--- src/rtl/id11_pkg.sv ---
// Package with the payload types, state type, constants and helper function of the ID check.
package id11_pkg;

  // ASCII codes that the format check looks for.
  localparam logic [7:0] AsciiZero  = 8'h30;
  localparam logic [7:0] AsciiNine  = 8'h39;
  localparam logic [7:0] AsciiDot   = 8'h2E;
  localparam logic [7:0] AsciiDash  = 8'h2D;
  localparam logic [7:0] AsciiUpperK = 8'h4B;
  localparam logic [7:0] AsciiLowerK = 8'h6B;

  // Check value that stands for the letter K.
  localparam logic [3:0] CheckK = 4'd10;

  // Character positions in the fixed form DD.DDD.DDD-C.
  localparam logic [3:0] PosDotA    = 4'd2;
  localparam logic [3:0] PosDotB    = 4'd6;
  localparam logic [3:0] PosDash    = 4'd10;
  localparam logic [3:0] PosCheck   = 4'd11;
  localparam logic [3:0] PosLength  = 4'd12;
  localparam logic [3:0] PosSatur   = 4'd13;

  // Modulus and the reciprocal used to reduce the weighted sum (186 / 2048 ~ 1 / 11).
  localparam logic [8:0]  Modulus    = 9'd11;
  localparam logic [16:0] RecipMult  = 17'd186;
  localparam int unsigned RecipShift = 11;

  // Result codes.
  typedef enum logic [1:0] {
    VerdictValid    = 2'd0,
    VerdictFormat   = 2'd1,
    VerdictMismatch = 2'd2
  } verdict_e;

  // Input transfer payload.
  typedef struct packed {
    logic [7:0] character;
    logic       last;
  } in_t;

  // Output transfer payload.
  typedef struct packed {
    verdict_e   verdict;
    logic [3:0] expected_check;
  } out_t;

  // Running state carried from one character to the next.
  typedef struct packed {
    logic [3:0] position;
    logic       format_good;
    logic [8:0] weighted_sum;
    logic [3:0] given_check;
  } state_t;

  localparam state_t StateReset = '{
    position:     4'd0,
    format_good:  1'b1,
    weighted_sum: 9'd0,
    given_check:  4'd0
  };

  // Weight of the digit at each position, counted 2..7 from the rightmost digit.
  function automatic logic [2:0] digit_weight(input logic [3:0] pos);
    logic [2:0] w;
    unique case (pos)
      4'd0:    w = 3'd3;
      4'd1:    w = 3'd2;
      4'd3:    w = 3'd7;
      4'd4:    w = 3'd6;
      4'd5:    w = 3'd5;
      4'd7:    w = 3'd4;
      4'd8:    w = 3'd3;
      4'd9:    w = 3'd2;
      default: w = 3'd0;
    endcase
    return w;
  endfunction

endpackage

--- src/rtl/id11_step.sv ---
// Per-character update of the check state and the verdict for a final character.
module id11_step (
  input  id11_pkg::in_t    item_i,
  input  id11_pkg::state_t state_i,
  output id11_pkg::state_t state_o,
  output id11_pkg::out_t   result_o
);

  logic [7:0]  chr;
  logic [3:0]  pos;
  logic        is_digit;
  logic [3:0]  digit_val;
  logic [6:0]  product;
  logic [16:0] quot_full;
  logic [8:0]  quot;
  logic [8:0]  rem_raw;
  logic [3:0]  rem;
  logic [3:0]  check_val;
  logic        length_ok;

  assign chr       = item_i.character;
  assign pos       = state_i.position;
  assign is_digit  = (chr >= id11_pkg::AsciiZero) && (chr <= id11_pkg::AsciiNine);
  assign digit_val = 4'(chr - id11_pkg::AsciiZero);
  assign product   = 7'(digit_val) * 7'(id11_pkg::digit_weight(pos));

  // Format check and state update for the character at the current position.
  always_comb begin
    state_o = state_i;
    if (pos >= id11_pkg::PosLength) begin
      state_o.format_good = 1'b0;
    end else if ((pos == id11_pkg::PosDotA) || (pos == id11_pkg::PosDotB)) begin
      if (chr != id11_pkg::AsciiDot) state_o.format_good = 1'b0;
    end else if (pos == id11_pkg::PosDash) begin
      if (chr != id11_pkg::AsciiDash) state_o.format_good = 1'b0;
    end else if (pos == id11_pkg::PosCheck) begin
      if (is_digit) begin
        state_o.given_check = digit_val;
      end else if ((chr == id11_pkg::AsciiUpperK) || (chr == id11_pkg::AsciiLowerK)) begin
        state_o.given_check = id11_pkg::CheckK;
      end else begin
        state_o.format_good = 1'b0;
      end
    end else begin
      if (is_digit) begin
        state_o.weighted_sum = state_i.weighted_sum + 9'(product);
      end else begin
        state_o.format_good = 1'b0;
      end
    end
    if (pos < id11_pkg::PosSatur) state_o.position = pos + 4'd1;
  end

  // Sum mod 11 by reciprocal multiply; the quotient is low by at most one.
  // The sum is final by the check position, so the stored sum is used.
  assign quot_full = 17'(state_i.weighted_sum) * id11_pkg::RecipMult;
  assign quot      = 9'(quot_full >> id11_pkg::RecipShift);
  assign rem_raw   = state_i.weighted_sum - 9'(quot * id11_pkg::Modulus);
  assign rem       = (rem_raw >= id11_pkg::Modulus) ? 4'(rem_raw - id11_pkg::Modulus)
                                                    : 4'(rem_raw);
  assign check_val = (rem == 4'd0) ? 4'd0 : 4'(id11_pkg::Modulus) - rem;

  // The string has exactly twelve characters when the check position is the last.
  assign length_ok = (pos == id11_pkg::PosCheck);

  always_comb begin
    if (!state_o.format_good || !length_ok) begin
      result_o.verdict        = id11_pkg::VerdictFormat;
      result_o.expected_check = 4'd0;
    end else begin
      result_o.verdict        = (check_val == state_o.given_check) ? id11_pkg::VerdictValid
                                                                   : id11_pkg::VerdictMismatch;
      result_o.expected_check = check_val;
    end
  end

endmodule

--- src/rtl/id_mod11_check_digit_validator.sv ---
// Top level of the modulo-11 identity check validator: input register, state and result register.
//
//   Channel | Ports                          | Payload
//   --------+--------------------------------+---------------------------------
//   in      | in_valid_i, in_ready_o         | in_data_i  (character, last)
//   out     | out_valid_o, out_ready_i       | out_data_o (verdict, expected_check)
//
// One character per cycle is taken unless a final character waits for the result register. The
// result register is loaded when the character flagged last leaves the input register.
// Reset puts the running state to position zero, format good, sum and check zero.
// A stalled result holds only a final character in the input register; all other
// characters keep flowing while the result waits.
module id_mod11_check_digit_validator (
  input  logic           clk_i,
  input  logic           rst_ni,
  input  logic           in_valid_i,
  output logic           in_ready_o,
  input  id11_pkg::in_t  in_data_i,
  output logic           out_valid_o,
  input  logic           out_ready_i,
  output id11_pkg::out_t out_data_o
);

  logic             s1_valid_q;
  id11_pkg::in_t    s1_data_q;
  id11_pkg::state_t state_q;
  id11_pkg::state_t state_next;
  id11_pkg::out_t   result;
  logic             out_valid_q;
  id11_pkg::out_t   out_q;
  logic             s1_drain;
  logic             in_xfer;

  // A non-final character always moves on; a final one needs a free result slot.
  assign s1_drain   = s1_valid_q && (!s1_data_q.last || !out_valid_q || out_ready_i);
  assign in_ready_o = !s1_valid_q || s1_drain;
  assign in_xfer    = in_valid_i && in_ready_o;

  id11_step u_step (
    .item_i   (s1_data_q),
    .state_i  (state_q),
    .state_o  (state_next),
    .result_o (result)
  );

  // Input register.
  always_ff @(posedge clk_i or negedge rst_ni) begin
    if (!rst_ni) begin
      s1_valid_q <= 1'b0;
    end else if (in_xfer) begin
      s1_valid_q <= 1'b1;
    end else if (s1_drain) begin
      s1_valid_q <= 1'b0;
    end
  end

  always_ff @(posedge clk_i) begin
    if (in_xfer) s1_data_q <= in_data_i;
  end

  // Running state; a final character returns it to the reset value.
  always_ff @(posedge clk_i or negedge rst_ni) begin
    if (!rst_ni) begin
      state_q <= id11_pkg::StateReset;
    end else if (s1_drain) begin
      state_q <= s1_data_q.last ? id11_pkg::StateReset : state_next;
    end
  end

  // Result register.
  always_ff @(posedge clk_i or negedge rst_ni) begin
    if (!rst_ni) begin
      out_valid_q <= 1'b0;
    end else if (s1_drain && s1_data_q.last) begin
      out_valid_q <= 1'b1;
    end else if (out_ready_i) begin
      out_valid_q <= 1'b0;
    end
  end

  always_ff @(posedge clk_i) begin
    if (s1_drain && s1_data_q.last) out_q <= result;
  end

  assign out_valid_o = out_valid_q;
  assign out_data_o  = out_q;

  // The position counter saturates at thirteen.
  a_pos_sat: assert property (@(posedge clk_i) disable iff (!rst_ni)
    state_q.position <= id11_pkg::PosSatur)
    else $error("position counter above saturation");

  // A final character leaves the state at its reset value.
  a_clear_after_last: assert property (@(posedge clk_i) disable iff (!rst_ni)
    s1_drain && s1_data_q.last |=> state_q == id11_pkg::StateReset)
    else $error("state not cleared after final character");

  // A format verdict carries a zero check value.
  a_format_zero: assert property (@(posedge clk_i) disable iff (!rst_ni)
    out_valid_o && (out_data_o.verdict == id11_pkg::VerdictFormat)
      |-> out_data_o.expected_check == 4'd0)
    else $error("format verdict with nonzero check value");

  // The computed check value stays in range 0..10.
  a_check_range: assert property (@(posedge clk_i) disable iff (!rst_ni)
    out_valid_o |-> out_data_o.expected_check <= id11_pkg::CheckK)
    else $error("check value out of range");

endmodule
--- config.mk ---
export PLATFORM = sky130hd
export DESIGN_NAME = id_mod11_check_digit_validator
export DESIGN_NICKNAME = d
export VERILOG_FILES = /design/src/rtl/id11_pkg.sv /design/src/rtl/id11_step.sv /design/src/rtl/id_mod11_check_digit_validator.sv
export SDC_FILE = /design/constraint.sdc
export NUM_CORES = 1
export LEC_CHECK = 0
export BUFFER_PORTS_ARGS = -buffer_cell sky130_fd_sc_hd__buf_2
export CAP_MARGIN = 10
export CORE_UTILIZATION = 50
export CTS_CLUSTER_DIAMETER = 200
export DETAILED_ROUTE_END_ITERATION = 8
export GPL_ROUTABILITY_DRIVEN = 0
export PLACE_DENSITY = 0.67
export SYNTH_ARGS = -nofsm -noshare
export SYNTH_HDL_FRONTEND = slang
export SYNTH_SLANG_ARGS = --single-unit
--- constraint.sdc ---
create_clock -name clk_i -period 11.74 [get_ports clk_i]
set_clock_uncertainty 0.2 [all_clocks]
set_input_delay 2.935 -clock clk_i [delete_from_list [all_inputs] [get_ports clk_i]]
set_output_delay 2.935 -clock clk_i [all_outputs]
set_load 0.01 [all_outputs]
==> impl_results.html <==
<table>
<tr><th>Metric</th><th>Value</th></tr>
<tr><th colspan="2">STA</th></tr>
<tr><td>Final cycle utilization of the critical path</td><td>0.774</td></tr>
<tr><td>Normalized max-slew margin</td><td>0.465</td></tr>
<tr><td>Final hold violation count</td><td>0</td></tr>
<tr><td>Maximum operating frequency</td><td>0.110 GHz</td></tr>
<tr><td>Unrepaired setup endpoints after global routing</td><td>no</td></tr>
<tr><td>Count of pins over their slew limit</td><td>0</td></tr>
<tr><td>Final TNS setup</td><td>0 ns</td></tr>
<tr><td>Minimum period implied by the final worst setup slack</td><td>9.09 ns</td></tr>
<tr><td>Transition at the pin with the smallest max-transition slack</td><td>0.800 ns</td></tr>
<tr><td>Setup-violating endpoint count in the final report</td><td>0</td></tr>
<tr><th colspan="2">Logic synthesis</th></tr>
<tr><td>Post-synthesis average cell area</td><td>9.61 sq um</td></tr>
<tr><td>Mapped Cells</td><td>453</td></tr>
<tr><td>Share of synthesized registers carrying an async set or reset</td><td>0.571</td></tr>
<tr><td>Area share of the largest cell type after synthesis</td><td>0.221</td></tr>
<tr><td>Dominant register cell in the synthesized netlist</td><td>dfrtp_1</td></tr>
<tr><td>Number of synthesized flops with an enable pin</td><td>15</td></tr>
<tr><td>Register area share after synthesis</td><td>0.219</td></tr>
<tr><td>Synth Cell Area</td><td>4350 sq um</td></tr>
<tr><td>Net count after synthesis</td><td>575</td></tr>
<tr><td>Top cells by area, synth</td><td>ha_1 (22%), fa_1 (15%), dfrtp_1 (11%)</td></tr>
<tr><td>Number of distinct standard cells referenced by the synthesized netlist</td><td>62</td></tr>
<tr><td>Cell type with the highest aggregate area in the netlist</td><td>ha_1</td></tr>
<tr><td>Register bit count reported by yosys</td><td>35</td></tr>
<tr><td>Synth warnings</td><td>0</td></tr>
<tr><th colspan="2">Min path</th></tr>
<tr><td>End point of the most critical hold path</td><td>state_q[13]</td></tr>
<tr><td>Number of cells on the worst hold path</td><td>2</td></tr>
<tr><td>HP Start</td><td>state_q[13]</td></tr>
<tr><td>Hold/Removal Path Class</td><td>flip-flop to flip-flop</td></tr>
<tr><th colspan="2">Global route</th></tr>
<tr><td>Global-route congestion overflow total</td><td>0</td></tr>
<tr><td>Maximum number of pins on one net before global-route repair</td><td>21</td></tr>
<tr><td>Via count of the first global-routing pass</td><td>3276</td></tr>
<tr><td>GRT Overall Usage</td><td>0.217</td></tr>
<tr><td>Global-route wire length before repair</td><td>15300 um</td></tr>
<tr><td>Antenna violations before repair</td><td>0</td></tr>
<tr><th colspan="2">CTS</th></tr>
<tr><td>CTS buffer count</td><td>5</td></tr>
<tr><td>H-tree level count</td><td>2</td></tr>
<tr><td>Hold buffer count at CTS</td><td>0</td></tr>
<tr><td>Clock latency on the worst-skew pair</td><td>0.28 ns</td></tr>
<tr><td>TritonCTS clock tree</td><td>yes</td></tr>
<tr><td>Largest buffer count on any clock path</td><td>2</td></tr>
<tr><td>Root buffer cell</td><td>clkbuf_8</td></tr>
<tr><td>Clock Sinks</td><td>35</td></tr>
<tr><td>Post-CTS clock slew at the launch and capture registers of the worst setup and hold paths</td><td>0.08 ns</td></tr>
<tr><td>Number of buffers added for setup after CTS</td><td>0</td></tr>
<tr><td>Cells resized by post-CTS repair</td><td>0</td></tr>
<tr><th colspan="2">Setup path</th></tr>
<tr><td>Required time at the worst-slack endpoint</td><td>11.57 ns</td></tr>
<tr><td>End of the worst register-to-register path</td><td>out_data_o[5]</td></tr>
<tr><td>Total buffers and inverters traversed by the critical path</td><td>5</td></tr>
<tr><td>Start-to-end type of the worst setup path</td><td>flip-flop to flip-flop</td></tr>
<tr><td>Source of the worst register-to-register timing path</td><td>state_q[6]</td></tr>
<tr><td>Category of cells accounting for the largest share of critical-path delay</td><td>adder cells</td></tr>
<tr><td>R2r setup slk</td><td>2.65 ns</td></tr>
<tr><td>Kind of start point of the critical path</td><td>flip-flop</td></tr>
<tr><td>Critical path's largest stage delay</td><td>0.65 ns</td></tr>
<tr><td>Biggest fanout along the worst timing path</td><td>11</td></tr>
<tr><td>Worst-path cell with the longest stage delay</td><td>dfrtp_1</td></tr>
<tr><td>Reg2Reg Depth</td><td>36</td></tr>
<tr><td>CP Capture Type</td><td>flip-flop</td></tr>
<tr><td>Data arrival time of the critical path</td><td>8.92 ns</td></tr>
<tr><th colspan="2">Routing</th></tr>
<tr><td>Total routed wirelength</td><td>8740 um</td></tr>
<tr><td>Antenna-violating nets left</td><td>0</td></tr>
<tr><td>WL/cell</td><td>15.0 um</td></tr>
<tr><td>Via-per-instance ratio</td><td>5.55</td></tr>
<tr><td>Count of vias placed by the detailed router</td><td>3233</td></tr>
<tr><td>Total DRC errors in the routed layout</td><td>0</td></tr>
<tr><td>Iteration-0 DRC Markers</td><td>134</td></tr>
<tr><td>Detailed Routing Iterations Pass 1</td><td>4</td></tr>
<tr><th colspan="2">Finish</th></tr>
<tr><td>Post-layout nets</td><td>598</td></tr>
<tr><td>Number of antenna cells inserted</td><td>0</td></tr>
<tr><td>Area added between synthesis and finish</td><td>7.56%</td></tr>
<tr><td>Fraction of layout cells with a size suffix above 1</td><td>0.0860</td></tr>
<tr><td>Cell Count, Final, Fillers Out</td><td>582</td></tr>
<tr><td>Post-Route Utilization</td><td>0.564</td></tr>
<tr><th colspan="2">Floorplan</th></tr>
<tr><td>Initial standard-cell utilization of the core</td><td>0.524</td></tr>
<tr><td>Area enclosed by the die boundary</td><td>9080 sq um</td></tr>
<tr><td>Cell Rows</td><td>33</td></tr>
<tr><td>Core area</td><td>8300 sq um</td></tr>
<tr><td>X dimension of the die</td><td>95.3 um</td></tr>
<tr><td>Die Ht</td><td>95.3 um</td></tr>
<tr><td>Number of top-level design ports</td><td>21</td></tr>
<tr><th colspan="2">Placed design</th></tr>
<tr><td>Inst Count DP</td><td>574</td></tr>
<tr><td>IO Port Bufs</td><td>20</td></tr>
<tr><td>Half-perimeter wire length after detailed placement</td><td>7270 um</td></tr>
<tr><th colspan="2">Run</th></tr>
<tr><td>Max Cap Violations</td><td>0</td></tr>
<tr><th colspan="2">Run status</th></tr>
<tr><td>Outcome</td><td>completed</td></tr>
</table>
-- synth_stat cells (6+ instances only) --
master	instances
inv_1	73
nor2b_1	6
o21ai_0	22
a21oi_1	19
nand2b_1	6
nand3_1	6
nor2_1	20
dfrtp_1	19
a21o_1	6
xor2_1	8
nand2_1	31
o31ai_1	6
and2_1	9
xnor2_1	14
nand4_1	6
fa_1	32
ha_1	77
edfxtp_1	15
-- area by class of cell --
| class | count | area, sq um |
|---|---|---|
| fill | 754 | 3620 |
| timing repair buffer | 20 | 100 |
| clock inverter | 3 | 43.8 |
| multi-input combinational | 340 | 3110 |
| inverter | 74 | 278 |
| clock buffer | 5 | 68.8 |
| tap | 105 | 131 |
| sequential | 35 | 952 |
-- worst reg2reg max path: cells and delay by family, from the launching register on --
kind / cells / cell delay, ns
buffers and inverters: 5 / 0.24
DFF: 1 / 0.65
AOI/OAI and AO/OA: 9 / 1.52
adders and majority gates: 10 / 4.07
xor gates and xnor gates: 5 / 1.22
and+or+nand+nor: 7 / 0.94
-- flip-flops by register name (all words and copies together), names as in the netlist --
| register | count |
|---|---|
| out_data_o | 6 |
| out_valid_o | 1 |
| s1_data_q | 9 |
| s1_valid_q | 1 |
| state_q | 18 |
-- placed cells by master, fill, tap and decap left out, types with 4 or more instances in the layout --
cell,instances
xnor2_1,14
nor2_1,20
inv_1,73
a21oi_1,19
clkbuf_8,5
nand3_1,6
nand2_1,31
and2_1,9
buf_2,20
dfrtp_1,19
nor2b_1,6
a31oi_1,4
o31ai_1,6
a21o_1,6
edfxtp_1,15
o22ai_1,4
ha_1,77
xor2_1,8
nor3_1,5
nand4_1,6
o21ai_0,22
nand2b_1,6
fa_1,32
-- how the worst max path moves through the flow --
stage                from            end  slack (ns)  cells past startpoint
4_1_cts        state_q[6]  out_data_o[5]        2.73                     36
6_report       state_q[6]  out_data_o[5]        2.65                     36
2_1_floorplan  state_q[6]  out_data_o[5]        3.32                     36
3_5_place_dp   state_q[6]  out_data_o[5]        2.72                     36
5_1_grt        state_q[6]  out_data_o[5]        2.08                     36
3_3_place_gp   state_q[6]  out_data_o[5]        3.00                     36
-- cells by family after synthesis --
family / Yosys count / share of synthesized area
compound gates: 94 / 0.148
mux: 3 / 0.00690
flops: 35 / 0.219
xor+xnor: 26 / 0.0624
buf+inv: 78 / 0.0673
simple gates: 108 / 0.128
fa+ha+maj: 109 / 0.369
-- stage by stage --
step	setup WS, ns	hold WS [ns]	instance area [sq um]
after floorplan	3.32	0.249	4350
after global placement	3.00	0.277	4570
final	2.65	0.291	4680
after global routing	2.08	0.322	4680
after detailed placement	2.72	0.282	4570
after CTS	2.73	0.293	4680
-- routing by layer --
| layer | GRT usage | part of all wire |
|---|---|---|
| met5 | 0 | 0 |
| met2 | 0.375 | 0.48 |
| met1 | 0.288 | 0.49 |
| met4 | 0.0429 | 0.0081 |
| met3 | 0.0303 | 0.026 |
Power is not shown: default switching activity piles up to over one toggle a cycle in this logic, so the estimate is an artifact.
